## src/rtl/core/mbshr_pkg.sv

```systemverilog
// ----------------------------------------------------------------------------
// mbshr_pkg
// Types, codes and helper functions shared by the holding-register engine.
// ----------------------------------------------------------------------------
package mbshr_pkg;

  // request codes on the input channel
  localparam logic [1:0] REQ_LINK = 2'd0;
  localparam logic [1:0] REQ_HWR  = 2'd1;
  localparam logic [1:0] REQ_HRD  = 2'd2;

  // result kinds on the output channel
  localparam logic [1:0] KIND_TX   = 2'd0;
  localparam logic [1:0] KIND_HOST = 2'd1;
  localparam logic [1:0] KIND_NOTE = 2'd2;

  // configuration register indexes
  localparam logic [2:0] CFG_SLAVE_ID = 3'd0;
  localparam logic [2:0] CFG_TCP_MODE = 3'd1;
  localparam logic [2:0] CFG_W0_BASE  = 3'd2;
  localparam logic [2:0] CFG_W0_SIZE  = 3'd3;
  localparam logic [2:0] CFG_W1_BASE  = 3'd4;
  localparam logic [2:0] CFG_W1_SIZE  = 3'd5;

  localparam logic [15:0] CRC_POLY = 16'hA001;
  localparam logic [15:0] CRC_INIT = 16'hFFFF;

  localparam logic [7:0] FN_READ  = 8'h03;
  localparam logic [7:0] FN_WRITE = 8'h06;
  localparam logic [7:0] FN_WMC   = 8'h0F;
  localparam logic [7:0] FN_WMR   = 8'h10;
  localparam logic [7:0] EXC_FLAG = 8'h80;
  localparam logic [7:0] EXC_FUNC = 8'h01;
  localparam logic [7:0] EXC_ADDR = 8'h02;

  localparam int HDR_DEPTH = 14;

  typedef enum logic [3:0] {
    ST_CLEAR, ST_IDLE, ST_HOUT, ST_CHECK, ST_DECIDE, ST_NOTE,
    ST_MBAP, ST_PDU, ST_RDREQ, ST_DHI, ST_DLO, ST_CRC
  } state_e;

  typedef enum logic [2:0] {
    SEL_HDR, SEL_LEN_HI, SEL_LEN_LO, SEL_PDU,
    SEL_DHI, SEL_DLO, SEL_CRC_LO, SEL_CRC_HI
  } sel_e;

  typedef enum logic [1:0] {
    CLS_EXC, CLS_READ, CLS_WRITE
  } cls_e;

  typedef struct packed {
    logic       clr_step;
    logic       link_acc;
    logic       host_wr;
    logic       host_rd;
    logic       latch;
    logic       note_wr;
    logic       rd_req;
    logic       emit;
    logic [1:0] kind;
    sel_e       sel;
    logic       last;
    logic       crc_upd;
    logic [7:0] idx;
  } cmd_t;

  typedef struct packed {
    logic       clr_done;
    logic       ok;
    cls_e       cls;
    logic       tcp;
    logic [7:0] nregs;
    logic       can_emit;
  } stat_t;

  // CRC-16, reflected, one byte
  function automatic logic [15:0] crc_byte(input logic [15:0] crc, input logic [7:0] b);
    logic [15:0] c;
    c = crc ^ {8'h00, b};
    for (int i = 0; i < 8; i++) begin
      c = c[0] ? ((c >> 1) ^ CRC_POLY) : (c >> 1);
    end
    return c;
  endfunction

endpackage

```

## src/rtl/core/mbshr_if.sv

```systemverilog
// ----------------------------------------------------------------------------
// mbshr_if
// Valid/ready channels: request items in, result items out.
// ----------------------------------------------------------------------------
interface mbshr_req_if;
  logic        valid;
  logic        ready;
  logic [1:0]  req_type;
  logic [7:0]  rx_byte;
  logic        rx_last;
  logic [4:0]  host_index;
  logic [15:0] host_data;

  modport source (output valid, req_type, rx_byte, rx_last, host_index, host_data,
                  input ready);
  modport sink (input valid, req_type, rx_byte, rx_last, host_index, host_data,
                output ready);
endinterface

interface mbshr_rsp_if;
  logic        valid;
  logic        ready;
  logic [1:0]  out_kind;
  logic [7:0]  tx_byte;
  logic        tx_last;
  logic [15:0] reg_value;
  logic [4:0]  reg_index;

  modport source (output valid, out_kind, tx_byte, tx_last, reg_value, reg_index,
                  input ready);
  modport sink (input valid, out_kind, tx_byte, tx_last, reg_value, reg_index,
                output ready);
endinterface

```

## src/rtl/core/mbshr_ram.sv

```systemverilog
// ----------------------------------------------------------------------------
// mbshr_ram
// Generic single-write, single-read RAM with registered read data.
// ----------------------------------------------------------------------------
module mbshr_ram #(
  parameter int WIDTH = 16,
  parameter int DEPTH = 32
) (
  input  logic                                   clk_i,
  input  logic                                   we_i,
  input  logic [(DEPTH > 1 ? $clog2(DEPTH) : 1)-1:0] waddr_i,
  input  logic [WIDTH-1:0]                       wdata_i,
  input  logic                                   re_i,
  input  logic [(DEPTH > 1 ? $clog2(DEPTH) : 1)-1:0] raddr_i,
  output logic [WIDTH-1:0]                       rdata_o
);

  logic [WIDTH-1:0] mem_q [DEPTH];
  logic [WIDTH-1:0] rdata_q;

  always_ff @(posedge clk_i) begin
    if (we_i) begin
      mem_q[waddr_i] <= wdata_i;
    end
    if (re_i) begin
      rdata_q <= mem_q[raddr_i];
    end
  end

  assign rdata_o = rdata_q;

endmodule

```

## src/rtl/core/mbshr_ctrl.sv

```systemverilog
// ----------------------------------------------------------------------------
// mbshr_ctrl
// Sequencer: takes requests, steps through frame check and response bytes.
// ----------------------------------------------------------------------------
module mbshr_ctrl import mbshr_pkg::*; (
  input  logic       clk_i,
  input  logic       rst_ni,
  input  logic       in_valid_i,
  input  logic [1:0] req_type_i,
  input  logic       rx_last_i,
  output logic       in_ready_o,
  input  stat_t      stat_i,
  output cmd_t       cmd_o
);

  state_e     state_q, state_d;
  logic [7:0] idx_q, idx_d;
  logic       head_end;
  logic       last_reg;
  logic       has_data;

  always_ff @(posedge clk_i or negedge rst_ni) begin
    if (!rst_ni) begin
      state_q <= ST_CLEAR;
      idx_q   <= '0;
    end else begin
      state_q <= state_d;
      idx_q   <= idx_d;
    end
  end

  assign head_end = (stat_i.cls == CLS_WRITE) ? (idx_q == 8'd5) : (idx_q == 8'd2);
  assign last_reg = (({1'b0, idx_q} + 9'd1) == {1'b0, stat_i.nregs});
  assign has_data = (stat_i.cls == CLS_READ) && (stat_i.nregs != 8'd0);

  always_comb begin
    state_d    = state_q;
    idx_d      = idx_q;
    cmd_o      = '0;
    cmd_o.sel  = SEL_HDR;
    cmd_o.kind = KIND_TX;
    cmd_o.idx  = idx_q;
    in_ready_o = 1'b0;
    case (state_q)
      ST_CLEAR: begin
        cmd_o.clr_step = !stat_i.clr_done;
        if (stat_i.clr_done) state_d = ST_IDLE;
      end
      ST_IDLE: begin
        in_ready_o = 1'b1;
        if (in_valid_i) begin
          case (req_type_i)
            REQ_LINK: begin
              cmd_o.link_acc = 1'b1;
              if (rx_last_i) state_d = ST_CHECK;
            end
            REQ_HWR: cmd_o.host_wr = 1'b1;
            REQ_HRD: begin
              cmd_o.host_rd = 1'b1;
              state_d       = ST_HOUT;
            end
            default: ;
          endcase
        end
      end
      ST_HOUT: begin
        cmd_o.kind = KIND_HOST;
        if (stat_i.can_emit) begin
          cmd_o.emit = 1'b1;
          state_d    = ST_IDLE;
        end
      end
      ST_CHECK: begin
        cmd_o.latch = 1'b1;
        state_d     = ST_DECIDE;
      end
      ST_DECIDE: begin
        idx_d = '0;
        if (!stat_i.ok) state_d = ST_IDLE;
        else if (stat_i.cls == CLS_WRITE) state_d = ST_NOTE;
        else if (stat_i.tcp) state_d = ST_MBAP;
        else state_d = ST_PDU;
      end
      ST_NOTE: begin
        cmd_o.kind = KIND_NOTE;
        if (stat_i.can_emit) begin
          cmd_o.emit    = 1'b1;
          cmd_o.note_wr = 1'b1;
          state_d       = stat_i.tcp ? ST_MBAP : ST_PDU;
        end
      end
      ST_MBAP: begin
        cmd_o.sel = (idx_q == 8'd4) ? SEL_LEN_HI : (idx_q == 8'd5) ? SEL_LEN_LO : SEL_HDR;
        if (stat_i.can_emit) begin
          cmd_o.emit = 1'b1;
          if (idx_q == 8'd5) begin
            idx_d   = '0;
            state_d = ST_PDU;
          end else begin
            idx_d = idx_q + 8'd1;
          end
        end
      end
      ST_PDU: begin
        cmd_o.sel     = SEL_PDU;
        cmd_o.crc_upd = !stat_i.tcp;
        cmd_o.last    = stat_i.tcp && head_end && !has_data;
        if (stat_i.can_emit) begin
          cmd_o.emit = 1'b1;
          if (head_end) begin
            idx_d = '0;
            if (has_data) state_d = ST_RDREQ;
            else if (stat_i.tcp) state_d = ST_IDLE;
            else state_d = ST_CRC;
          end else begin
            idx_d = idx_q + 8'd1;
          end
        end
      end
      ST_RDREQ: begin
        cmd_o.rd_req = 1'b1;
        state_d      = ST_DHI;
      end
      ST_DHI: begin
        cmd_o.sel     = SEL_DHI;
        cmd_o.crc_upd = !stat_i.tcp;
        if (stat_i.can_emit) begin
          cmd_o.emit = 1'b1;
          state_d    = ST_DLO;
        end
      end
      ST_DLO: begin
        cmd_o.sel     = SEL_DLO;
        cmd_o.crc_upd = !stat_i.tcp;
        cmd_o.last    = stat_i.tcp && last_reg;
        if (stat_i.can_emit) begin
          cmd_o.emit = 1'b1;
          if (last_reg) begin
            idx_d   = '0;
            state_d = stat_i.tcp ? ST_IDLE : ST_CRC;
          end else begin
            idx_d   = idx_q + 8'd1;
            state_d = ST_RDREQ;
          end
        end
      end
      ST_CRC: begin
        cmd_o.sel  = (idx_q == 8'd0) ? SEL_CRC_LO : SEL_CRC_HI;
        cmd_o.last = (idx_q != 8'd0);
        if (stat_i.can_emit) begin
          cmd_o.emit = 1'b1;
          if (idx_q != 8'd0) state_d = ST_IDLE;
          else idx_d = 8'd1;
        end
      end
      default: state_d = ST_IDLE;
    endcase
  end

endmodule

```

## src/rtl/core/mbshr_dp.sv

```systemverilog
// ----------------------------------------------------------------------------
// mbshr_dp
// Datapath: config registers, frame capture and CRC, window match, register
// store and the output register.
// ----------------------------------------------------------------------------
module mbshr_dp import mbshr_pkg::*; #(
  parameter int WINDOW_DEPTH = 16,
  parameter int WINDOW_COUNT = 2
) (
  input  logic        clk_i,
  input  logic        rst_ni,
  input  logic        cfg_we_i,
  input  logic [2:0]  cfg_idx_i,
  input  logic [15:0] cfg_data_i,
  input  logic [7:0]  rx_byte_i,
  input  logic [4:0]  host_index_i,
  input  logic [15:0] host_data_i,
  input  cmd_t        cmd_i,
  output stat_t       stat_o,
  output logic        out_valid_o,
  input  logic        out_ready_i,
  output logic [1:0]  out_kind_o,
  output logic [7:0]  tx_byte_o,
  output logic        tx_last_o,
  output logic [15:0] reg_value_o,
  output logic [4:0]  reg_index_o
);

  localparam int STORE_DEPTH = WINDOW_DEPTH * WINDOW_COUNT;
  localparam int SW = (STORE_DEPTH > 1) ? $clog2(STORE_DEPTH) : 1;

  // configuration
  logic [7:0]  slave_id_q;
  logic        tcp_q;
  logic [15:0] w0_base_q, w1_base_q;
  logic [4:0]  w0_size_q, w1_size_q;

  always_ff @(posedge clk_i or negedge rst_ni) begin
    if (!rst_ni) begin
      slave_id_q <= 8'd1;
      tcp_q      <= 1'b0;
      w0_base_q  <= 16'd0;
      w0_size_q  <= 5'd16;
      w1_base_q  <= 16'd16;
      w1_size_q  <= 5'd0;
    end else if (cfg_we_i) begin
      case (cfg_idx_i)
        CFG_SLAVE_ID: slave_id_q <= cfg_data_i[7:0];
        CFG_TCP_MODE: tcp_q      <= cfg_data_i[0];
        CFG_W0_BASE:  w0_base_q  <= cfg_data_i;
        CFG_W0_SIZE:  w0_size_q  <= cfg_data_i[4:0];
        CFG_W1_BASE:  w1_base_q  <= cfg_data_i;
        CFG_W1_SIZE:  w1_size_q  <= cfg_data_i[4:0];
        default: ;
      endcase
    end
  end

  // frame capture
  logic [7:0]  hdr_q [HDR_DEPTH];
  logic [7:0]  byte_cnt_q, byte_cnt_d;
  logic [15:0] run_crc_q, run_crc_d;
  logic [15:0] rcv_crc_q, rcv_crc_d;
  logic        track_upd, cap_lo, cap_hi, use_lim;
  logic [8:0]  lim;

  always_ff @(posedge clk_i) begin
    if (cmd_i.link_acc && (byte_cnt_q < 8'(HDR_DEPTH))) begin
      hdr_q[byte_cnt_q[3:0]] <= rx_byte_i;
    end
  end

  // which bytes of an RTU frame feed the CRC and which carry it
  always_comb begin
    track_upd = 1'b0;
    cap_lo    = 1'b0;
    cap_hi    = 1'b0;
    use_lim   = 1'b0;
    lim       = '0;
    if (byte_cnt_q < 8'd2) begin
      track_upd = 1'b1;
    end else if (hdr_q[1] inside {[8'd1:8'd6]}) begin
      lim     = 9'd6;
      use_lim = 1'b1;
    end else if (hdr_q[1] == FN_WMC || hdr_q[1] == FN_WMR) begin
      if (byte_cnt_q <= 8'd6) begin
        track_upd = 1'b1;
      end else begin
        lim     = 9'd7 + {1'b0, hdr_q[6]};
        use_lim = 1'b1;
      end
    end
    if (use_lim) begin
      if ({1'b0, byte_cnt_q} < lim) track_upd = 1'b1;
      else if ({1'b0, byte_cnt_q} == lim) cap_lo = 1'b1;
      else if ({1'b0, byte_cnt_q} == lim + 9'd1) cap_hi = 1'b1;
    end
  end

  always_comb begin
    byte_cnt_d = byte_cnt_q;
    run_crc_d  = run_crc_q;
    rcv_crc_d  = rcv_crc_q;
    if (cmd_i.link_acc && (byte_cnt_q != 8'd255)) begin
      byte_cnt_d = byte_cnt_q + 8'd1;
      if (!tcp_q) begin
        if (track_upd) run_crc_d = crc_byte(run_crc_q, rx_byte_i);
        if (cap_lo) rcv_crc_d = {rcv_crc_q[15:8], rx_byte_i};
        if (cap_hi) rcv_crc_d = {rx_byte_i, rcv_crc_q[7:0]};
      end
    end
    if (cmd_i.latch) begin
      byte_cnt_d = '0;
      run_crc_d  = CRC_INIT;
      rcv_crc_d  = '0;
    end
  end

  always_ff @(posedge clk_i or negedge rst_ni) begin
    if (!rst_ni) begin
      byte_cnt_q <= '0;
      run_crc_q  <= CRC_INIT;
      rcv_crc_q  <= '0;
    end else begin
      byte_cnt_q <= byte_cnt_d;
      run_crc_q  <= run_crc_d;
      rcv_crc_q  <= rcv_crc_d;
    end
  end

  // frame evaluation
  logic [7:0]    id_b, fn_b;
  logic [15:0]   r_w, v_w, q_w;
  logic          fvalid, len_ok, ok_w, is_rw, hit;
  cls_e          cls_w;
  logic [SW-1:0] bidx_w;
  logic [7:0]    fnb_w, third_w;
  logic [15:0]   plen_w;

  assign id_b   = tcp_q ? hdr_q[6] : hdr_q[0];
  assign fn_b   = tcp_q ? hdr_q[7] : hdr_q[1];
  assign r_w    = tcp_q ? {hdr_q[8], hdr_q[9]} : {hdr_q[2], hdr_q[3]};
  assign v_w    = tcp_q ? {hdr_q[10], hdr_q[11]} : {hdr_q[4], hdr_q[5]};
  assign q_w    = (fn_b == FN_READ) ? v_w : 16'd1;
  assign fvalid = (fn_b inside {[8'd1:8'd6]}) || fn_b == FN_WMC || fn_b == FN_WMR;

  always_comb begin
    if (tcp_q) len_ok = (byte_cnt_q >= 8'd12);
    else if (fn_b == FN_WMC || fn_b == FN_WMR)
      len_ok = (byte_cnt_q >= 8'd7) && ({2'b0, byte_cnt_q} >= 10'd9 + {2'b0, hdr_q[6]});
    else len_ok = (byte_cnt_q >= 8'd8);
  end

  assign ok_w = len_ok && (id_b == slave_id_q) && fvalid && (tcp_q || rcv_crc_q == run_crc_q);

  // first window that holds the whole request; unused windows are empty at base 0
  always_comb begin
    logic [15:0] wb;
    logic [7:0]  ws;
    hit    = 1'b0;
    bidx_w = '0;
    for (int w = 0; w < WINDOW_COUNT; w++) begin
      wb = 16'd0;
      ws = 8'd0;
      if (w == 0) begin
        wb = w0_base_q;
        ws = ({3'b0, w0_size_q} > 8'(WINDOW_DEPTH)) ? 8'(WINDOW_DEPTH) : {3'b0, w0_size_q};
      end
      if (w == 1) begin
        wb = w1_base_q;
        ws = ({3'b0, w1_size_q} > 8'(WINDOW_DEPTH)) ? 8'(WINDOW_DEPTH) : {3'b0, w1_size_q};
      end
      if (!hit && (r_w >= wb) &&
          ({1'b0, r_w} + {1'b0, q_w} <= {1'b0, wb} + {9'b0, ws})) begin
        hit    = 1'b1;
        bidx_w = SW'(w * WINDOW_DEPTH) + SW'(r_w - wb);
      end
    end
  end

  assign is_rw   = (fn_b == FN_READ) || (fn_b == FN_WRITE);
  assign cls_w   = (is_rw && hit) ? ((fn_b == FN_READ) ? CLS_READ : CLS_WRITE) : CLS_EXC;
  assign fnb_w   = (cls_w == CLS_READ) ? FN_READ : (fn_b | EXC_FLAG);
  assign third_w = (cls_w == CLS_READ) ? {v_w[6:0], 1'b0} : (is_rw ? EXC_ADDR : EXC_FUNC);

  always_comb begin
    case (cls_w)
      CLS_READ:  plen_w = 16'd3 + {v_w[14:0], 1'b0};
      CLS_WRITE: plen_w = 16'd6;
      default:   plen_w = 16'd3;
    endcase
  end

  logic          ok_q;
  cls_e          cls_q;
  logic [7:0]    fnb_q, third_q;
  logic [15:0]   plen_q, v_q;
  logic [SW-1:0] bidx_q;

  always_ff @(posedge clk_i or negedge rst_ni) begin
    if (!rst_ni) begin
      ok_q  <= 1'b0;
      cls_q <= CLS_EXC;
    end else if (cmd_i.latch) begin
      ok_q  <= ok_w;
      cls_q <= cls_w;
    end
  end

  always_ff @(posedge clk_i) begin
    if (cmd_i.latch) begin
      fnb_q   <= fnb_w;
      third_q <= third_w;
      plen_q  <= plen_w;
      v_q     <= v_w;
      bidx_q  <= bidx_w;
    end
  end

  // register store, swept to zero after reset
  logic [SW-1:0] clr_cnt_q;
  logic          clr_done_q;
  logic          host_in_range;
  logic          ram_we, ram_re;
  logic [SW-1:0] ram_waddr, ram_raddr;
  logic [15:0]   ram_wdata, ram_rdata;

  always_ff @(posedge clk_i or negedge rst_ni) begin
    if (!rst_ni) begin
      clr_cnt_q  <= '0;
      clr_done_q <= 1'b0;
    end else if (cmd_i.clr_step) begin
      if (clr_cnt_q == SW'(STORE_DEPTH - 1)) clr_done_q <= 1'b1;
      else clr_cnt_q <= clr_cnt_q + SW'(1);
    end
  end

  assign host_in_range = (32'(host_index_i) < STORE_DEPTH);

  always_comb begin
    ram_we    = 1'b0;
    ram_waddr = clr_cnt_q;
    ram_wdata = '0;
    if (cmd_i.clr_step) begin
      ram_we = 1'b1;
    end else if (cmd_i.host_wr && host_in_range) begin
      ram_we    = 1'b1;
      ram_waddr = SW'(host_index_i);
      ram_wdata = host_data_i;
    end else if (cmd_i.note_wr) begin
      ram_we    = 1'b1;
      ram_waddr = bidx_q;
      ram_wdata = v_q;
    end
  end

  assign ram_re    = cmd_i.host_rd || cmd_i.rd_req;
  assign ram_raddr = cmd_i.host_rd ? SW'(host_index_i) : (bidx_q + SW'(cmd_i.idx));

  mbshr_ram #(
    .WIDTH (16),
    .DEPTH (STORE_DEPTH)
  ) u_store (
    .clk_i   (clk_i),
    .we_i    (ram_we),
    .waddr_i (ram_waddr),
    .wdata_i (ram_wdata),
    .re_i    (ram_re),
    .raddr_i (ram_raddr),
    .rdata_o (ram_rdata)
  );

  logic [4:0] hidx_q;
  logic       hoor_q;

  always_ff @(posedge clk_i) begin
    if (cmd_i.host_rd) begin
      hidx_q <= host_index_i;
      hoor_q <= !host_in_range;
    end
  end

  // response byte select
  logic [15:0] rcrc_q, rcrc_d;
  logic [3:0]  hix;
  logic [7:0]  hbyte, byte_w;

  assign hix   = (cmd_i.sel == SEL_HDR) ? cmd_i.idx[3:0]
               : (tcp_q ? 4'd6 + cmd_i.idx[3:0] : cmd_i.idx[3:0]);
  assign hbyte = hdr_q[hix];

  always_comb begin
    case (cmd_i.sel)
      SEL_HDR:    byte_w = hbyte;
      SEL_LEN_HI: byte_w = plen_q[15:8];
      SEL_LEN_LO: byte_w = plen_q[7:0];
      SEL_PDU: begin
        if (cls_q == CLS_WRITE || cmd_i.idx == 8'd0) byte_w = hbyte;
        else if (cmd_i.idx == 8'd1) byte_w = fnb_q;
        else byte_w = third_q;
      end
      SEL_DHI:    byte_w = ram_rdata[15:8];
      SEL_DLO:    byte_w = ram_rdata[7:0];
      SEL_CRC_LO: byte_w = rcrc_q[7:0];
      SEL_CRC_HI: byte_w = rcrc_q[15:8];
      default:    byte_w = '0;
    endcase
  end

  always_comb begin
    rcrc_d = rcrc_q;
    if (cmd_i.latch) rcrc_d = CRC_INIT;
    else if (cmd_i.emit && cmd_i.crc_upd) rcrc_d = crc_byte(rcrc_q, byte_w);
  end

  always_ff @(posedge clk_i) begin
    rcrc_q <= rcrc_d;
  end

  // output register
  logic        out_valid_q, out_valid_d;
  logic [1:0]  kind_q;
  logic [7:0]  tx_q;
  logic        last_q;
  logic [15:0] val_q;
  logic [4:0]  ridx_q;

  assign out_valid_d = cmd_i.emit ? 1'b1 : (out_ready_i ? 1'b0 : out_valid_q);

  always_ff @(posedge clk_i or negedge rst_ni) begin
    if (!rst_ni) out_valid_q <= 1'b0;
    else out_valid_q <= out_valid_d;
  end

  always_ff @(posedge clk_i) begin
    if (cmd_i.emit) begin
      kind_q <= cmd_i.kind;
      case (cmd_i.kind)
        KIND_HOST: begin
          tx_q   <= '0;
          last_q <= 1'b0;
          val_q  <= hoor_q ? 16'd0 : ram_rdata;
          ridx_q <= hidx_q;
        end
        KIND_NOTE: begin
          tx_q   <= '0;
          last_q <= 1'b0;
          val_q  <= v_q;
          ridx_q <= 5'(bidx_q);
        end
        default: begin
          tx_q   <= byte_w;
          last_q <= cmd_i.last;
          val_q  <= '0;
          ridx_q <= '0;
        end
      endcase
    end
  end

  assign out_valid_o = out_valid_q;
  assign out_kind_o  = kind_q;
  assign tx_byte_o   = tx_q;
  assign tx_last_o   = last_q;
  assign reg_value_o = val_q;
  assign reg_index_o = ridx_q;

  assign stat_o.clr_done = clr_done_q;
  assign stat_o.ok       = ok_q;
  assign stat_o.cls      = cls_q;
  assign stat_o.tcp      = tcp_q;
  assign stat_o.nregs    = v_q[7:0];
  assign stat_o.can_emit = !out_valid_q || out_ready_i;

endmodule

```

## src/rtl/core/modbus_slave_holding_register_engine.sv

```systemverilog
// ----------------------------------------------------------------------------
// modbus_slave_holding_register_engine
// Modbus slave (RTU or TCP framing) serving holding-register read and write.
// ----------------------------------------------------------------------------
// Request channel (req_i): link bytes of a request frame (rx_last on the final
// byte), host register writes and host register reads. Result channel (rsp_o):
// response bytes (tx_last on the final one), host read data and a notice for
// every register the master writes, the notice ahead of the reply bytes.
// After the last frame byte the sequencer checks the frame and matches the
// windows (states CHECK and DECIDE), then response bytes leave at one per
// cycle while the receiver takes them, with a read-request step per register
// read for the store's registered read port.
// Requests are taken only when the sequencer is idle; while the receiver
// stalls, the output register holds its transaction and the sequencer waits.
// After reset the register store is swept to zero, one entry a cycle, before
// the first request is taken; configuration writes are accepted throughout.
// ----------------------------------------------------------------------------
module modbus_slave_holding_register_engine import mbshr_pkg::*; #(
  parameter int WINDOW_DEPTH = 16,
  parameter int WINDOW_COUNT = 2
) (
  input  logic         clk_i,
  input  logic         rst_ni,
  mbshr_req_if.sink    req_i,
  mbshr_rsp_if.source  rsp_o,
  input  logic         cfg_we_i,
  input  logic [2:0]   cfg_idx_i,
  input  logic [15:0]  cfg_data_i
);

  cmd_t  cmd;
  stat_t stat;

  mbshr_ctrl u_ctrl (
    .clk_i      (clk_i),
    .rst_ni     (rst_ni),
    .in_valid_i (req_i.valid),
    .req_type_i (req_i.req_type),
    .rx_last_i  (req_i.rx_last),
    .in_ready_o (req_i.ready),
    .stat_i     (stat),
    .cmd_o      (cmd)
  );

  mbshr_dp #(
    .WINDOW_DEPTH (WINDOW_DEPTH),
    .WINDOW_COUNT (WINDOW_COUNT)
  ) u_dp (
    .clk_i        (clk_i),
    .rst_ni       (rst_ni),
    .cfg_we_i     (cfg_we_i),
    .cfg_idx_i    (cfg_idx_i),
    .cfg_data_i   (cfg_data_i),
    .rx_byte_i    (req_i.rx_byte),
    .host_index_i (req_i.host_index),
    .host_data_i  (req_i.host_data),
    .cmd_i        (cmd),
    .stat_o       (stat),
    .out_valid_o  (rsp_o.valid),
    .out_ready_i  (rsp_o.ready),
    .out_kind_o   (rsp_o.out_kind),
    .tx_byte_o    (rsp_o.tx_byte),
    .tx_last_o    (rsp_o.tx_last),
    .reg_value_o  (rsp_o.reg_value),
    .reg_index_o  (rsp_o.reg_index)
  );

endmodule

```

## src/flat_wrapper.sv

```systemverilog
// flat-port wrapper written by rule: the top's interface ports become plain ports
module modbus_slave_holding_register_engine_flat import mbshr_pkg::*;
#(
  parameter int WINDOW_DEPTH = 16,
  parameter int WINDOW_COUNT = 2
)
  (clk_i, rst_ni, cfg_we_i, cfg_idx_i, cfg_data_i, req_i_valid, req_i_req_type, req_i_rx_byte, req_i_rx_last, req_i_host_index, req_i_host_data, req_i_ready, rsp_o_valid, rsp_o_out_kind, rsp_o_tx_byte, rsp_o_tx_last, rsp_o_reg_value, rsp_o_reg_index, rsp_o_ready);
  mbshr_req_if req_i_i ();
  mbshr_rsp_if rsp_o_i ();
  input  logic clk_i;
  input  logic rst_ni;
  input  logic cfg_we_i;
  input  logic [2:0] cfg_idx_i;
  input  logic [15:0] cfg_data_i;
  input wire logic [$bits(req_i_i.valid)-1:0] req_i_valid;
  input wire logic [$bits(req_i_i.req_type)-1:0] req_i_req_type;
  input wire logic [$bits(req_i_i.rx_byte)-1:0] req_i_rx_byte;
  input wire logic [$bits(req_i_i.rx_last)-1:0] req_i_rx_last;
  input wire logic [$bits(req_i_i.host_index)-1:0] req_i_host_index;
  input wire logic [$bits(req_i_i.host_data)-1:0] req_i_host_data;
  output wire logic [$bits(req_i_i.ready)-1:0] req_i_ready;
  output wire logic [$bits(rsp_o_i.valid)-1:0] rsp_o_valid;
  output wire logic [$bits(rsp_o_i.out_kind)-1:0] rsp_o_out_kind;
  output wire logic [$bits(rsp_o_i.tx_byte)-1:0] rsp_o_tx_byte;
  output wire logic [$bits(rsp_o_i.tx_last)-1:0] rsp_o_tx_last;
  output wire logic [$bits(rsp_o_i.reg_value)-1:0] rsp_o_reg_value;
  output wire logic [$bits(rsp_o_i.reg_index)-1:0] rsp_o_reg_index;
  input wire logic [$bits(rsp_o_i.ready)-1:0] rsp_o_ready;
  assign req_i_i.valid = req_i_valid;
  assign req_i_i.req_type = req_i_req_type;
  assign req_i_i.rx_byte = req_i_rx_byte;
  assign req_i_i.rx_last = req_i_rx_last;
  assign req_i_i.host_index = req_i_host_index;
  assign req_i_i.host_data = req_i_host_data;
  assign req_i_ready = req_i_i.ready;
  assign rsp_o_valid = rsp_o_i.valid;
  assign rsp_o_out_kind = rsp_o_i.out_kind;
  assign rsp_o_tx_byte = rsp_o_i.tx_byte;
  assign rsp_o_tx_last = rsp_o_i.tx_last;
  assign rsp_o_reg_value = rsp_o_i.reg_value;
  assign rsp_o_reg_index = rsp_o_i.reg_index;
  assign rsp_o_i.ready = rsp_o_ready;
  modbus_slave_holding_register_engine #(.WINDOW_DEPTH(WINDOW_DEPTH), .WINDOW_COUNT(WINDOW_COUNT)) u_core (.clk_i(clk_i), .rst_ni(rst_ni), .req_i(req_i_i), .rsp_o(rsp_o_i), .cfg_we_i(cfg_we_i), .cfg_idx_i(cfg_idx_i), .cfg_data_i(cfg_data_i));
endmodule
```

## config.mk

```make
export PLATFORM = sky130hd
export DESIGN_NAME = modbus_slave_holding_register_engine_flat
export DESIGN_NICKNAME = d
export VERILOG_FILES = /design/src/rtl/core/mbshr_pkg.sv /design/src/rtl/core/mbshr_if.sv /design/src/rtl/core/mbshr_ram.sv /design/src/rtl/core/mbshr_ctrl.sv /design/src/rtl/core/mbshr_dp.sv /design/src/rtl/core/modbus_slave_holding_register_engine.sv /design/src/flat_wrapper.sv
export SDC_FILE = /design/constraint.sdc
export NUM_CORES = 1
export LEC_CHECK = 0
export ABC_AREA = 1
export BUFFER_PORTS_ARGS = -buffer_cell sky130_fd_sc_hd__buf_2
export CELL_PAD_IN_SITES_DETAIL_PLACEMENT = 1
export CELL_PAD_IN_SITES_GLOBAL_PLACEMENT = 2
export CORE_MARGIN = 2
export CORE_UTILIZATION = 27
export CTS_BUF_LIST = sky130_fd_sc_hd__clkbuf_16
export DETAILED_ROUTE_END_ITERATION = 7
export PLACE_DENSITY = 0.67
export SLEW_MARGIN = 20
export SYNTH_ARGS = -nofsm -noshare
export SYNTH_HDL_FRONTEND = slang
export SYNTH_HIERARCHICAL = 1
export SYNTH_SLANG_ARGS = --single-unit
```

## constraint.sdc

```tcl
create_clock -name clk_i -period 8.3 [get_ports clk_i]
set_clock_uncertainty 0.2 [all_clocks]
set_input_delay 0.415 -clock clk_i [delete_from_list [all_inputs] [get_ports clk_i]]
set_output_delay 0.415 -clock clk_i [all_outputs]
set_load 0.05 [all_outputs]
```

# ---- Word-level counts from Yosys, hierarchy flattened
# Memories as Yosys holds them, arrays and structs flattened. A register that Yosys moved wholly into a read port is not among the register bits.
# Index checks and enable logic that the tools add are counted.
dict set report word_totals {
  ff_bits 219
  ram_bits 624
  input_bits 56
  elab_cells 351
  mem_count 2
}
dict set report classes {
  n_addsub 16
  magnitude_cmp 18
  eq_ne 65
  muxes 140
  n_bitwise 19
  reduce_logical 60
}
# memory depth word_bits read_ports rd_ports_with_merged_regs wr line
set mem_list {}
lappend mem_list {u_core.u_dp.u_store.mem_q 32 16 1 1 1 mbshr_ram.sv:18} ;# logic [WIDTH-1:0] mem_q [DEPTH];
lappend mem_list {u_core.u_dp.hdr_q 14 8 13 0 1 mbshr_dp.sv:60} ;# logic [7:0] hdr_q [HDR_DEPTH];
# operator count
set op_table {}
lappend op_table {{$mux W16} 30}
lappend op_table {{$mux W8} 17}
lappend op_table {{$mux W4} 18}
lappend op_table {{$pmux W16 S2} 2}
lappend op_table {{$pmux W8 S8} 1}
lappend op_table {{$not A2 Y3} 16}
lappend op_table {{$pmux W4 S12} 1}
lappend op_table {{$mux W1} 44}
lappend op_table {{$mux W5} 8}
lappend op_table {{$pmux W8 S5} 1}
lappend op_table {{$mux W9} 4}
lappend op_table {{$add A16 B5 Y17} 2}
lappend op_table {{$le A17 B17 Y1} 2}
lappend op_table {{$ge A16 B16 Y1} 2}
lappend op_table {{$xor A16 B8 Y16} 2}
lappend op_table {{$eq A8 B3 Y1 const B} 3}
lappend op_table {{$le A8 B3 Y1 const B} 3}
lappend op_table {{$eq A3 B3 Y1 const B} 6}
lappend op_table {{$eq A8 B9 Y1} 2}
lappend op_table {{$ne A2 B1 Y1 const B} 9}
lappend op_table {{$add A16 B16 Y17} 1}
lappend op_table {{$logic_and A1 B1 Y1} 17}
lappend op_table {{$add A2 B16 Y16 const A} 1}
lappend op_table {{$add A8 B1 Y8 const B} 2}
lappend op_table {{other kinds (62)} 124}

# ---- Longest topological paths before layout
# Gate-level depths: netlist of run 1.
# An unclocked memory read counts as a cell.
dict set report logic_depth {
  depth_word 26
  mapped_depth 37
}

# ---- Modules after synthesis
# Netlist of run 1, hierarchy kept.
# module n_inst cells_per_inst area_per_inst_um2 seq_area_each_um2
set by_module_without_submodules {}
lappend by_module_without_submodules {mbshr_ram 1 1794 21461.8 15855.2}
lappend by_module_without_submodules {mbshr_dp 1 2538 21184.1 9417.8}
lappend by_module_without_submodules {mbshr_ctrl 1 247 1458.9 300.3}

# ---- Worst setup path before layout of run 1
# No wires, ideal clock.
dict set report synth_timing {
  path_type {reg2reg}
  start {register u_core.u_ctrl.state_q[1]}
  end {register u_core.u_dp.run_crc_q[7]}
  setup_time_ns 0.087
  arrival_time_ns 5.487
  setup_slack_ns 2.526
  path_stages_with_launch 10
  synth_period_minus_slack_ns 5.774
  path_cell_list {dfrtp_1 -> nand2_1 -> nor3_1 -> clkbuf_1 -> inv_2 -> nand4_2 -> inv_1 -> nor3_1 -> buf_2 -> a31oi_1}
}
# element line
set synth_rtl {}
lappend synth_rtl {{start: declaration} mbshr_ctrl.sv:16} ;# state_e state_q, state_d;
lappend synth_rtl {{start signal: assignment} mbshr_ctrl.sv:27} ;# state_q <= state_d;
lappend synth_rtl {{end signal: assignment} mbshr_dp.sv:126} ;# run_crc_q <= run_crc_d;
lappend synth_rtl {{end: declaration} mbshr_dp.sv:62} ;# logic [15:0] run_crc_q, run_crc_d;

# ---- Worst setup path in the final report of run 1
dict set report layout_timing {
  start {register u_core.u_dp.tcp_q}
  end {register u_core.u_dp.third_q[1], data pin}
}
dict set report layout_via {
  elab_chain_cells 15
  elab_cells_between_ends 24
  cone_classes {1 x add/sub; 4 x order compare; 3 x eq/ne; 10 x mux; 6 x reduce/logical}
}
# element line
set layout_lines {}
lappend layout_lines {{start: declaration} mbshr_dp.sv:34} ;# logic tcp_q;
lappend layout_lines {{start signal: assignment} mbshr_dp.sv:49} ;# CFG_TCP_MODE: tcp_q <= cfg_data_i[0];
lappend layout_lines {{$mux W8} mbshr_dp.sv:141} ;# assign fn_b = tcp_q ? hdr_q[7] : hdr_q[1];
lappend layout_lines {{$eq A8 B2 Y1} {mbshr_dp.sv:144, mbshr_dp.sv:181, mbshr_dp.sv:182}}
lappend layout_lines {{$mux W16} mbshr_dp.sv:144} ;# assign q_w = (fn_b == FN_READ) ? v_w : 16'd1;
lappend layout_lines {{$add A16 B16 Y17} mbshr_dp.sv:174} ;# ({1'b0, r_w} + {1'b0, q_w} <= {1'b0, wb} + {9'b0, ws})) begin
lappend layout_lines {{$le A17 B17 Y1} mbshr_dp.sv:174}
lappend layout_lines {{$logic_and A1 B1 Y1} mbshr_dp.sv:173} ;# if (!hit && (r_w >= wb) &&
lappend layout_lines {{$mux W1} mbshr_dp.sv:173}
lappend layout_lines {{$logic_not A1 Y1} mbshr_dp.sv:173}
lappend layout_lines {{$logic_and A1 B1 Y1 (2 in a row)} mbshr_dp.sv:173}
lappend layout_lines {{$mux W1} mbshr_dp.sv:173}
lappend layout_lines {{$logic_and A1 B1 Y1} mbshr_dp.sv:182} ;# assign cls_w = (is_rw && hit) ? ((fn_b == FN_READ) ? CLS_READ : CLS_WRITE) : CLS_EXC;
lappend layout_lines {{$mux W2} mbshr_dp.sv:182}
lappend layout_lines {{$eq A2 B1 Y1} mbshr_dp.sv:184} ;# assign third_w = (cls_w == CLS_READ) ? {v_w[6:0], 1'b0} : (is_rw ? EXC_ADDR : EXC_FUNC);
lappend layout_lines {{$mux W8 *} mbshr_dp.sv:184}
lappend layout_lines {{net u_core.u_dp.third_w[1]} mbshr_dp.sv:137} ;# logic [7:0] fnb_w, third_w;
lappend layout_lines {{end signal: assignment} mbshr_dp.sv:213} ;# third_q <= third_w;
lappend layout_lines {{end: declaration} mbshr_dp.sv:196} ;# logic [7:0] fnb_q, third_q;
# Mark *: on every way through the listed nets, which the timed path passes. The rest lies on a longest branch.
# A chain may end at the register's enable or synchronous reset.

==> flow_summary.yaml, run 1 <==
logic_synthesis:
  syn_area_um2: 44100
  synthCells: 4579
  synth_top_cell_by_area: "edfxtp_1"
  yosys_most_used_dff: "edfxtp_1"
  synth_fp_nets: 4771
  ys_warn_count: 6
  syn_area_per_cell_um2: 9.632
  yosysMostFrequentCell: "nand2_1"
  synth_common_cells: "nand2_1, edfxtp_1, nand3_1"
  ys_ff_latch: 875
  yosys-top-cells-area: "edfxtp_1, nand2_1, nand3_1, dfrtp_1, ha_1"
  synth_edf_count: 746
  synthArstFlopShare_pct: 12.91
  yosysSeqAreaShare_pct: 57.98
  yosys.area.top_type_share_pct: 50.79
  yosysUniqueCellTypes: 68
grt:
  antenna_found_initial: 0
  grt_pass1_vias: 33641
  grt_overflow: 0
  grt_pass1_wl_um: 227100
  grt_max_degree: 157
  grt_use_total_pct: 18.26
detailed_routing:
  vias: 33160
  routedWlPerCell_um: 22.25
  dr.pass1.iters: 5
  antenna_left: 0
  drc: 0
  viasPerCell: 4.768
  drtIter0Drc: 2099
  wirelength_um: 154800
timing:
  rsz0062_at_grt: "no"
  final.setup.tns_ps: 0
  fmax_ghz: 0.1573
  fin_ws_ps: 1944
  slew_headroom_pct: 20.25
  finalSetupViolations: 0
  hold-worst-slack_ps: 83.82
  worst_pin_slew_ps: 1184
  period_share_pct: 76.58
  hold_viol: 0
  drv_slew: 0
  period_needed_ps: 6356
setup_path:
  critPathArrivalTime_ps: 6640
  slowest_delay_ps: 450
  reg2reg_setup_slack_ps: 1940
  cp_slowest_cell: "buf_4"
  worstReg2RegEnd: "u_core/u_dp/third_q[1]"
  crit_top_cell: "nand2_1"
  r2r-start: "u_core/u_dp/tcp_q"
  r2r_cells: 34
  cp_max_fo: 50
  crit_required_ps: 8580
  critPathCaptureType: "flip-flop"
  cp-start-kind: "flip-flop"
  crit_start: "u_core/u_dp/tcp_q"
  path_class: "reg -> reg"
placed_design:
  numPortBuffers: 89
  dpl.hpwl_um: 105100
  gp_congestion: 0.8169
  place_ws_ps: 1941
outcome:
  status: "completed"
cts:
  clock-sinks: 875
  cts_max_path_buffers: 3
  numCtsBuffers: 101
  cts_resized: 0
  htreeDepth: 3
  clkTransAtPathRegs_ps: 60
  cts_tree: "built"
  cts_root_buf: "clkbuf_16"
  clkLatencyLatePin_ps: 740
die:
  initial_utilization_pct: 27.16
  chipHeight_um: 408.2
  die_w_um: 408.2
  num_rows: 148
  io_pins: 90
  core-area_um2: 162400
  die_area_um2: 166600
cells_and_area:
  area_delta_synth_final_pct: 14.88
  fin_nets: 4883
  utilization_pct: 31.20
  drive_above_1_share_pct: 11.30
hold_path:
  whs_endpoint: "u_core/u_dp/byte_cnt_q[4]"
  hold_class: "in -> reg"
  holdCritStartpoint: "req_i_req_type[1]"
  whs_path_depth: 5
power_and_ir_drop:
  power.density_nw_per_um2: 336.6
  power.total_mw: 17.05
  p_leak_nw: 20.13
  ir_drop_v: 0.0001805
job:
  maxCapViolCount: 0
==> placed cells by master, fill, tap and decap left out, types with 88 or more instances in the layout <==
master	instances
clkbuf_16	101
ha_1	129
nand3_1	614
nor2_1	196
inv_1	338
a21oi_1	129
nand2_1	1407
edfxtp_1	746
o21ai_0	185
buf_2	88
dfrtp_1	92
==> logic make-up after synthesis <==
group                      Yosys count  synth area share [%]
DFF                                875                 57.98
buffers and inverters              541                 5.804
and+or+nand+nor                   2462                 24.19
adders and majority gates          136                 3.977
muxes                                3               0.06809
xor gates and xnor gates           107                 2.207
AOI/OAI and AO/OA                  455                 5.767
==> flip-flops by register name, indices dropped and copies added, names as in the netlist, 16 cells and up <==
signal	count
u_core/u_dp/reg_value_o	16
u_core/u_dp/w0_base_q	16
u_core/u_dp/u_store/rdata_o	16
u_core/u_dp/u_store/mem_q	512
u_core/u_dp/plen_q	16
u_core/u_dp/w1_base_q	16
u_core/u_dp/rcv_crc_q	16
u_core/u_dp/rcrc_q	16
u_core/u_dp/hdr_q	128
u_core/u_dp/run_crc_q	16
u_core/u_dp/v_q	16
==> through the flow <==
step,cells,area [um2]
after floorplan,4579,44100
after global placement,6725,46820
after detailed placement,6725,46850
after CTS,6953,50610
after global routing,6954,50660
final,6955,50670
==> worst max-delay path: cells and delay by family (launching register included) <==
| family | cells | cell delay [ps] |
|---|---|---|
| XOR/XNOR | 1 | 160 |
| adder cells (fa/ha/maj) | 2 | 480 |
| flip-flops | 1 | 380 |
| buffers and inverters | 6 | 1100 |
| AO/OA/AOI/OAI | 5 | 830 |
| AND/OR/NAND/NOR | 20 | 2930 |
==> metal layers <==
layer	global-route usage [%]	part of all wire, %	wire, um	vias up
li1	-	-	-	15809
met1	25.47	47	73180	16564
met2	29.80	47	72010	614
met3	2.377	3.8	5953	173
met4	4.719	2.3	3614	0
met5	0	0	0	-
==> area by class of cell <==
type                            instances  area (um2)
Fill cell                           18571      111700
Clock inverter                         90       860.8
Sequential cell                       875       25580
Antenna cell                            1       2.502
Inverter                              355        1350
Multi-Input combinational cell       3163       16270
Tap cell                             2175        2721
Timing Repair Buffer                  195        1356
Clock buffer                          101        2527
==> repair_timing <==
item	CTS	global route
hold buffers	37	0
endpoints found under the hold margin	207	0
setup endpoints to repair	0	0
setup buffers	0	0
==> where the power goes <==
part	leakage (nW)	internal, mW	total (mW)	switching, mW
logic	10.0	1.67	6.67	5.00
registers	8.42	5.49	5.82	0.336
clock network	1.71	2.61	4.56	1.95
==> how the worst max path moves through the flow <==
stage | end | slack, ps | depth (start not counted)
floorplan | u_core/u_dp/run_crc_q[7] | 2530 | 9
global placement | u_core/u_dp/third_q[1] | 2070 | 34
global route | u_core/u_dp/third_q[1] | 1220 | 34
CTS | u_core/u_dp/third_q[1] | 1900 | 34
detailed placement | u_core/u_dp/third_q[1] | 1940 | 34
finish | u_core/u_dp/third_q[1] | 1940 | 34
Note: power is estimated with default switching activity, not from simulation.
==> run 2: changes to the inputs <==
==> constraint.sdc (replaced) <==
create_clock -name clk_i -period 6.6 [get_ports clk_i]
set_clock_uncertainty 0.2 [all_clocks]
set_input_delay 0.33 -clock clk_i [delete_from_list [all_inputs] [get_ports clk_i]]
set_output_delay 0.33 -clock clk_i [all_outputs]
set_load 0.05 [all_outputs]
==> flow_summary.yaml, run 2 (synthesis results as in run 1) <==
outcome:
  status: "completed"
cells_and_area:
  regMostFlops: "u_core/u_dp/u_store/mem_q"
  area_delta_synth_final_pct: 15.11
  drive_above_1_share_pct: 11.31
  mostFrequentLayoutCell: "nand2_1"
  fin_nets: 4889
  largest_reg_flops: 512
  mostFrequentLayoutCells: "nand2_1, edfxtp_1, nand3_1, inv_1, nor2_1"
grt:
  grt_max_degree: 151
  grt_pass1_wl_um: 227900
  antenna_found_initial: 4
  grt_overflow: 0
  grt_use_total_pct: 18.23
  grt_pass1_vias: 33872
placed_design:
  gp_congestion: 0.8429
  dpl.hpwl_um: 105000
  place_ws_ps: 379.3
  numPortBuffers: 89
detailed_routing:
  viasPerCell: 4.790
  drc: 0
  vias: 33341
  dr.pass1.iters: 5
  drtIter0Drc: 2162
  routedWlPerCell_um: 22.16
  wirelength_um: 154200
  antenna_left: 0
timing:
  final.setup.tns_ps: 0
  period_needed_ps: 5986
  worst_pin_slew_ps: 1075
  rsz0062_at_grt: "no"
  fin_ws_ps: 614.3
  period_share_pct: 90.69
  fmax_ghz: 0.1671
  hold_viol: 0
  finalSetupViolations: 0
  slew_headroom_pct: 28.27
  drv_slew: 0
setup_path:
  cp-start-kind: "flip-flop"
  crit_top_cell: "nand2_1"
  crit_required_ps: 6870
  cp_slowest_cell: "dfrtp_4"
  critPathCaptureType: "flip-flop"
  cp_top_family: "simple AND/OR/NAND/NOR gates"
  r2r_cells: 32
  critPathArrivalTime_ps: 6260
  path_class: "reg -> reg"
  cp_max_fo: 19
  crit_cells: 32
  cp.buffers_inverters: 4
  slowest_delay_ps: 560
power_and_ir_drop:
  pwr-share-seq_pct: 33.9
  power.total_mw: 21.51
  p_switching_mw: 9.121
  p_int_mw: 12.39
  sw_frac_of_total_pct: 42.41
  combPwrFrac_pct: 39.2
  p_leak_nw: 20.16
  power.density_nw_per_um2: 423.7
  clock_power_share_pct: 26.8
  ir_drop_v: 0.0003011
die:
  io_pins: 90
  die_area_um2: 166600
  chipHeight_um: 408.2
  core-area_um2: 162400
  num_rows: 148
  initial_utilization_pct: 27.16
  die_w_um: 408.2
job:
  maxCapViolCount: 0
hold_path:
  hold_class: "in -> async"
cts:
  clkTransAtPathRegs_ps: 60
  cts_max_path_buffers: 3
  cts_root_buf: "clkbuf_16"
  clock-sinks: 875
  numCtsBuffers: 100
  clkLatencyLatePin_ps: 720
  cts_tree: "built"
  htreeDepth: 3
## run 2: cell types whose count changed in the layout (fill, tap and decap cells not counted), sizes merged
cell | previous run | this run
bufinv | 12 | 15
buf | 158 | 159
inv | 373 | 367
clkinv | 55 | 58
diode | 1 | 3
dlygate4sd3 | 37 | 42
clkinvlp | 5 | 3
## run 2: path summary, 6_finish.rpt
kind | slack [ps] | endpoint | startpoint
worst max-delay path | 610 | u_core/u_dp/third_q[1] | u_core/u_dp/tcp_q
worst min-delay path | 50 | u_core/u_dp/rcv_crc_q[15] | rst_ni
worst max register to register | 610 | u_core/u_dp/third_q[1] | u_core/u_dp/tcp_q
worst min register to register | 260 | u_core/u_dp/clr_done_q | u_core/u_dp/clr_done_q
max in group asynchronous | 4720 | u_core/u_dp/w1_base_q[13] | rst_ni
min in group clk_i | 100 | u_core/u_dp/u_store/mem_q[12][5] | req_i_host_data[5]
## run 2: area by class of cell
cell class	instances	area, um2
multi-input combinational	3163	16270
clock inverter	88	895.9
sequential	875	25580
tap	2175	2721
fill	18590	111600
clock buffer	100	2502
inverter	355	1350
antenna	3	7.507
timing repair buffer	202	1445
## run 2: power groups by stage
stage / logic, mW / registers [mW] / clock network (mW)
final: 8.44 / 7.30 / 5.77
after global routing: 9.29 / 7.35 / 6.11
after CTS: 8.49 / 7.30 / 5.92
after detailed placement: 8.44 / 7.41 / 0
after global placement: 8.33 / 7.40 / 0
after floorplan: 5.36 / 7.57 / 0
## run 2: stage by stage
stage	hold WS [ps]	util [%]	std cells	cell area (um2)
after floorplan	-165.6	-	4579	44100
after global placement	242.6	28.87	6727	46880
after detailed placement	253.0	28.88	6727	46900
after CTS	16.17	31.23	6957	50720
after global routing	99.11	31.26	6958	50760
final	54.02	31.26	6961	50770
## run 2: what timing repair did
| item | 4_1_cts | 5_1_grt |
|---|---|---|
| resized for setup | 0 | 2 |
| buffers inserted | 0 | 1 |
| endpoints found under the setup margin | 0 | 25 |
| hold buffers | 42 | 0 |
| endpoints found under the hold margin | 258 | 0 |
## run 2: metal layers
metal | global-route usage, % | vias up | routed length [um]
li1 | - | 15827 | -
met1 | 25.79 | 16743 | 73620
met2 | 29.47 | 590 | 71150
met3 | 2.181 | 179 | 5887
met4 | 4.713 | 2 | 3552
met5 | 0 | - | 13
## run 2: worst reg2reg max path: cells and delay by family, from the launching register on
family	cells	cell delay [ps]
AO/OA/AOI/OAI	5	1010
adder cells (fa/ha/maj)	2	630
XOR/XNOR	1	190
buffers and inverters	4	670
flip-flops	1	560
AND/OR/NAND/NOR	20	2480
